===== src/rtl/cmmd_pkg.sv =====
// Shared types, codes and address map constants for the bus access decoder.
package cmmd_pkg;

    localparam int unsigned AddrW   = 32;
    localparam int unsigned DataW   = 32;
    localparam int unsigned OffsetW = 21;
    localparam int unsigned PageW   = 16;

    localparam logic [AddrW-1:0] CtrlAddr  = 32'hfffe_0130;
    localparam logic [DataW-1:0] CodeIsoA  = 32'h0000_0800;
    localparam logic [DataW-1:0] CodeIsoB  = 32'h0000_0804;
    localparam logic [DataW-1:0] CodeOpen  = 32'h0001_e988;

    localparam logic [PageW-1:0] PagePio     = 16'h1f00;
    localparam logic [PageW-1:0] PageScratch = 16'h1f80;
    localparam logic [15:0]      ScratchTop  = 16'h1000;

    // Main RAM windows, compared on page bits 15:7.
    localparam logic [8:0] RamWin0 = 9'h000;
    localparam logic [8:0] RamWin1 = 9'h100;
    localparam logic [8:0] RamWin2 = 9'h140;

    // Boot ROM pages 0xbfc0 to 0xbfc7, compared on page bits 15:3.
    localparam logic [12:0] RomBase = 13'h17f8;

    typedef enum logic [1:0] {
        SIZE_BYTE = 2'd0,
        SIZE_HALF = 2'd1,
        SIZE_WORD = 2'd2,
        SIZE_RSVD = 2'd3
    } t_size;

    typedef enum logic [2:0] {
        REGION_RAM     = 3'd0,
        REGION_PIO     = 3'd1,
        REGION_SCRATCH = 3'd2,
        REGION_ROM     = 3'd3,
        REGION_HW      = 3'd4,
        REGION_NONE    = 3'd5
    } t_region;

    typedef struct packed {
        logic             cmd;
        t_size            access_size;
        logic [AddrW-1:0] address;
        logic [DataW-1:0] write_data;
    } t_access;

    typedef struct packed {
        t_region            region;
        logic [OffsetW-1:0] local_offset;
        logic               is_write;
        t_size              size_out;
        logic [DataW-1:0]   data_out;
        logic               write_dropped;
    } t_result;

    typedef struct packed {
        logic hit;
        logic isolate;
        logic open;
    } t_iso_ctrl;

endpackage


===== src/rtl/cmmd_decode.sv =====
// Combinational address decode of one access and detection of isolate control writes.
module cmmd_decode (
    input  cmmd_pkg::t_access   i_access,
    input  logic                i_ram_we,
    output cmmd_pkg::t_result   o_result,
    output cmmd_pkg::t_iso_ctrl o_iso
);

    logic [cmmd_pkg::PageW-1:0] page;
    logic [15:0]                poff;
    logic                       is_wr;

    assign page  = i_access.address[31:16];
    assign poff  = i_access.address[15:0];
    assign is_wr = i_access.cmd;

    always_comb begin
        o_result.is_write      = is_wr;
        o_result.size_out      = i_access.access_size;
        o_result.data_out      = is_wr ? i_access.write_data : '0;
        o_result.write_dropped = 1'b0;
        o_result.local_offset  = {5'd0, poff};
        if (page[15:7] inside {cmmd_pkg::RamWin0, cmmd_pkg::RamWin1, cmmd_pkg::RamWin2}) begin
            o_result.region        = cmmd_pkg::REGION_RAM;
            o_result.local_offset  = {page[4:0], poff};
            o_result.write_dropped = is_wr & ~i_ram_we;
        end else if (page == cmmd_pkg::PagePio) begin
            o_result.region = cmmd_pkg::REGION_PIO;
        end else if (page == cmmd_pkg::PageScratch) begin
            o_result.region = (poff < cmmd_pkg::ScratchTop) ? cmmd_pkg::REGION_SCRATCH
                                                            : cmmd_pkg::REGION_HW;
        end else if (page[15:3] == cmmd_pkg::RomBase) begin
            o_result.region        = cmmd_pkg::REGION_ROM;
            o_result.local_offset  = {2'd0, page[2:0], poff};
            o_result.write_dropped = is_wr;
        end else begin
            o_result.region        = cmmd_pkg::REGION_NONE;
            o_result.local_offset  = '0;
            o_result.write_dropped = is_wr;
        end
    end

    always_comb begin
        o_iso.hit     = is_wr && (i_access.access_size == cmmd_pkg::SIZE_WORD)
                        && (i_access.address == cmmd_pkg::CtrlAddr);
        o_iso.isolate = o_iso.hit && ((i_access.write_data == cmmd_pkg::CodeIsoA)
                        || (i_access.write_data == cmmd_pkg::CodeIsoB));
        o_iso.open    = o_iso.hit && (i_access.write_data == cmmd_pkg::CodeOpen);
    end

endmodule


===== src/rtl/console_memory_map_decoder.sv =====
// Top level of the bus access decoder: input register, decode, result register.
// An access in the input register is decoded and its result captured in the output register.
// Throughput is one access per cycle unless the sink stalls the output register;
// the input register refills as the result register drains.
// The RAM write-enable bit changes as the control write passes decode and applies to the next access.
// Synchronous active-low reset empties both registers and sets the RAM write-enable bit.
module console_memory_map_decoder (
    input  logic        i_clk,
    input  logic        i_rst_n,
    input  logic        s_axis_tvalid,
    output logic        s_axis_tready,
    input  logic [63:0] s_axis_tdata,  // address[31:0], write_data[63:32]
    input  logic [2:0]  s_axis_tuser,  // cmd[0], access_size[2:1]
    output logic        m_axis_tvalid,
    input  logic        m_axis_tready,
    output logic [55:0] m_axis_tdata,  // local_offset[20:0], data_out[52:21], zero pad[55:53]
    output logic [6:0]  m_axis_tuser   // region[2:0], is_write[3], size_out[5:4], write_dropped[6]
);

    logic                r_in_valid;
    cmmd_pkg::t_access   r_in;
    logic                r_out_valid;
    cmmd_pkg::t_result   r_out;
    logic                r_ram_we;
    logic                n_ram_we;
    logic                advance;
    cmmd_pkg::t_result   dec_result;
    cmmd_pkg::t_iso_ctrl dec_iso;

    assign advance       = ~r_out_valid | m_axis_tready;
    assign s_axis_tready = ~r_in_valid | advance;

    cmmd_decode u_decode (
        .i_access (r_in),
        .i_ram_we (r_ram_we),
        .o_result (dec_result),
        .o_iso    (dec_iso)
    );

    always_comb begin
        n_ram_we = r_ram_we;
        if (r_in_valid && advance) begin
            if (dec_iso.isolate) begin
                n_ram_we = 1'b0;
            end else if (dec_iso.open) begin
                n_ram_we = 1'b1;
            end
        end
    end

    always_ff @(posedge i_clk) begin
        if (!i_rst_n) begin
            r_in_valid  <= 1'b0;
            r_out_valid <= 1'b0;
            r_ram_we    <= 1'b1;
        end else begin
            r_ram_we <= n_ram_we;
            if (s_axis_tready) begin
                r_in_valid <= s_axis_tvalid;
            end
            if (advance) begin
                r_out_valid <= r_in_valid;
            end
        end
    end

    always_ff @(posedge i_clk) begin
        if (s_axis_tvalid && s_axis_tready) begin
            r_in.cmd         <= s_axis_tuser[0];
            r_in.access_size <= cmmd_pkg::t_size'(s_axis_tuser[2:1]);
            r_in.address     <= s_axis_tdata[31:0];
            r_in.write_data  <= s_axis_tdata[63:32];
        end
        if (advance && r_in_valid) begin
            r_out <= dec_result;
        end
    end

    assign m_axis_tvalid = r_out_valid;
    assign m_axis_tdata  = {3'd0, r_out.data_out, r_out.local_offset};
    assign m_axis_tuser  = {r_out.write_dropped, r_out.size_out, r_out.is_write, r_out.region};

    a_drop_only_on_write : assert property (@(posedge i_clk) disable iff (!i_rst_n)
        m_axis_tvalid && m_axis_tuser[6] |-> m_axis_tuser[3])
        else $error("Dropped flag set on a read result.");

    a_read_data_zero : assert property (@(posedge i_clk) disable iff (!i_rst_n)
        m_axis_tvalid && !m_axis_tuser[3] |-> (m_axis_tdata[52:21] == '0))
        else $error("Read result carries non-zero data.");

    a_isolate_takes_effect : assert property (@(posedge i_clk) disable iff (!i_rst_n)
        r_in_valid && advance && dec_iso.isolate |=> !r_ram_we)
        else $error("Isolate control transfer did not clear the RAM write enable.");

    a_ctrl_write_unmapped : assert property (@(posedge i_clk) disable iff (!i_rst_n)
        r_in_valid && advance && dec_iso.hit |=> m_axis_tvalid
        && (m_axis_tuser[2:0] == cmmd_pkg::REGION_NONE) && m_axis_tuser[6])
        else $error("Isolate control write not reported as an unmapped drop.");

endmodule


===== config.mk =====
export PLATFORM = sky130hd
export DESIGN_NAME = console_memory_map_decoder
export DESIGN_NICKNAME = d
export VERILOG_FILES = /design/src/rtl/cmmd_pkg.sv /design/src/rtl/cmmd_decode.sv /design/src/rtl/console_memory_map_decoder.sv
export SDC_FILE = /design/constraint.sdc
export NUM_CORES = 1
export LEC_CHECK = 0
export BUFFER_PORTS_ARGS = -buffer_cell sky130_fd_sc_hd__clkbuf_2
export CAP_MARGIN = 15
export CELL_PAD_IN_SITES_DETAIL_PLACEMENT = 0
export CELL_PAD_IN_SITES_GLOBAL_PLACEMENT = 1
export CORE_MARGIN = 5
export CORE_UTILIZATION = 38
export CTS_CLUSTER_SIZE = 30
export DETAILED_ROUTE_END_ITERATION = 8
export GPL_TIMING_DRIVEN = 0
export PLACE_DENSITY_LB_ADDON = 0.1
export SKIP_LAST_GASP = 1
export SLEW_MARGIN = 20
export SYNTH_ARGS = -nofsm -noshare
export SYNTH_HDL_FRONTEND = slang
export SYNTH_HIERARCHICAL = 1
export SYNTH_SLANG_ARGS = --single-unit
export TNS_END_PERCENT = 100

===== constraint.sdc =====
create_clock -name i_clk -period 2.7 [get_ports i_clk]
set_input_delay 0.54 -clock i_clk [delete_from_list [all_inputs] [get_ports i_clk]]
set_output_delay 0.54 -clock i_clk [all_outputs]
set_load 0.005 [all_outputs]

==> flow_metrics.py <==
metrics = {
    "sta": {
        "drv_slew": 0,
        "fin_setup_tns_ns": 0,
        "min_period_over_period_pct": 80.2,
        "finalHoldViolations": 0,
        "setup_viol": 0,
        "clock_skew_ns": 0.00556,
        "setup_ws_ns": 0.535,
        "period_minus_slack_ns": 2.17,
        "fmax_ghz": 0.462,
        "rsz0062_at_grt": "false",
        "relSlewSlack_pct": 62.7,
        "tightest_slew_ns": 0.551,
    },
    "critical_path": {
        "endpoint_kind": "register",
        "crit_fanout": 10,
        "worst_ep_arrival_time_ns": 2.44,
        "worstSetupPathType": "reg2reg",
        "critPathLaunchType": "register",
        "cp.required_ns": 2.97,
    },
    "clock_tree": {
        "clkLatencyLatePin_ns": 0.41,
        "cts_hold_buf": 0,
        "cts_setup_buffers": 0,
        "clock-sinks": 130,
        "cts_resized": 0,
        "clockRootBuffer": "clkbuf_16",
        "cts_buffers": 17,
        "clock_path_buffers": 2,
        "h-tree-depth": 4,
        "cts_tree": "done",
        "clk_pin_slew_ns": 0.05,
    },
    "floorplanning": {
        "die_x_um": 121,
        "num_rows": 40,
        "core_area_sq_um": 12100,
        "num_io_pins": 136,
        "start_util_pct": 39.0,
        "dieArea_sq_um": 14700,
        "die_h_um": 121,
    },
    "placed_design": {
        "dpl.hpwl_um": 6790,
        "gp_congestion": 0.727,
        "place_inst": 562,
        "pre_cts_ws_ns": 0.545,
        "io_buffers": 132,
    },
    "global_route": {
        "antenna_found_initial": 0,
        "grt_max_degree": 46,
        "grt_usage_pct": 13.3,
        "grt_pass1_wl_um": 14200,
        "overflow": 0,
        "grt_pass1_vias": 2676,
    },
    "power": {
        "irDropWorstVdd_mv": 0.408,
        "total_power_mw": 4.58,
        "power_density_nw_per_um2": 745,
        "leakage_nw": 2.36,
    },
    "routing": {
        "wl_um": 9330,
        "drtIter0Drc": 147,
        "wl_per_cell_um": 15.7,
        "via_per_inst": 4.49,
        "drcViolationCount": 0,
        "firstDrtPassIters": 4,
        "detail-route-antenna-nets": 0,
        "vias": 2670,
    },
    "status": {
        "outcome": "complete, no violations",
    },
    "logic_synthesis": {
        "syn_area_sq_um": 4710,
        "syn_inst": 258,
        "syn_area_per_cell_sq_um": 18.3,
        "yosys_warnings": 6,
    },
    "min_path": {
        "hold_class": "in2reg",
    },
    "final_layout": {
        "drive_above_1_share_pct": 39.7,
        "nets": 484,
        "syn2layout_area_growth_pct": 30.5,
        "fin_cells": 594,
        "antenna_cells": 0,
    },
    "flow_run": {
        "maxCapViolations": 0,
    },
}
-- per-layer routing --
layer / vias up / track usage, % / part of all wire, %
li1: 1294 / - / -
met3: 23 / 4.76 / 6.9
met4: 0 / 7.28 / 2.8
met1: 1262 / 15.8 / 42
met5: - / 0 / 0
met2: 91 / 21.1 / 48
-- sequential cells by signal (all words and copies together) (netlist names) --
signal	cells
r_in	67
m_axis_tdata	53
m_axis_tuser	7
r_in_valid	1
m_axis_tvalid	1
r_ram_we	1
-- cells in the final DEF, fill, tap and decap left out, types with 2 or more instances in the layout --
cell type	count
a211oi_1	2
a21oi_1	3
and2_1	52
and2_4	2
and3_1	3
buf_12	2
buf_4	6
clkbuf_1	9
clkbuf_16	17
clkbuf_2	132
clkinv_1	6
clkinv_2	3
conb_1	3
dfxtp_1	3
edfxtp_1	127
nand2_1	2
nand2b_1	2
nand4_1	4
nor2_1	4
nor2b_1	6
nor3_1	2
nor4_1	8
nor4_2	2
nor4b_1	2
nor4bb_1	4
or4_1	4
-- worst paths after layout --
check,endpoint,cells past startpoint,slack [ns],start
hold / removal,r_in[20],1,0.31,s_axis_tdata[52]
hold reg to reg,m_axis_tdata[5],1,0.54,r_in[37]
setup reg to reg,m_axis_tdata[8],5,0.53,r_in[51]
setup / recovery,m_axis_tdata[8],5,0.53,r_in[51]
-- critical path, cell delays in order (launching register included) --
cell,delay (ns)
edfxtp_1,0.41
nor4_2,0.40
or3b_1,0.44
o21bai_2,0.36
buf_2,0.27
and2_1,0.15
-- report_power, final --
group	total [mW]	internal (mW)	switching, mW
Combinational	0.204	0.101	0.103
Sequential	2.38	2.34	0.0454
Clock	1.99	1.24	0.754
-- layout make-up --
| type | count | area, sq um |
|---|---|---|
| Inverter | 1 | 3.75 |
| Buffer | 11 | 65.1 |
| Clock buffer | 22 | 444 |
| Sequential cell | 130 | 3870 |
| Tap cell | 168 | 210 |
| Fill cell | 1020 | 5920 |
| Timing Repair Buffer | 134 | 701 |
| Multi-Input combinational cell | 118 | 779 |
| Clock inverter | 10 | 67.6 |
-- per-stage QoR --
| stage | util [%] | instance area, sq um | hold slack (ns) |
|---|---|---|---|
| floorplan | - | 4720 | 0.479 |
| global placement | 46.3 | 5590 | 0.521 |
| detailed placement | 46.7 | 5630 | 0.528 |
| CTS | 50.9 | 6140 | 0.283 |
| global route | 50.9 | 6140 | 0.283 |
| finish | 50.9 | 6140 | 0.306 |
Note: power is estimated with default switching activity, not from simulation.
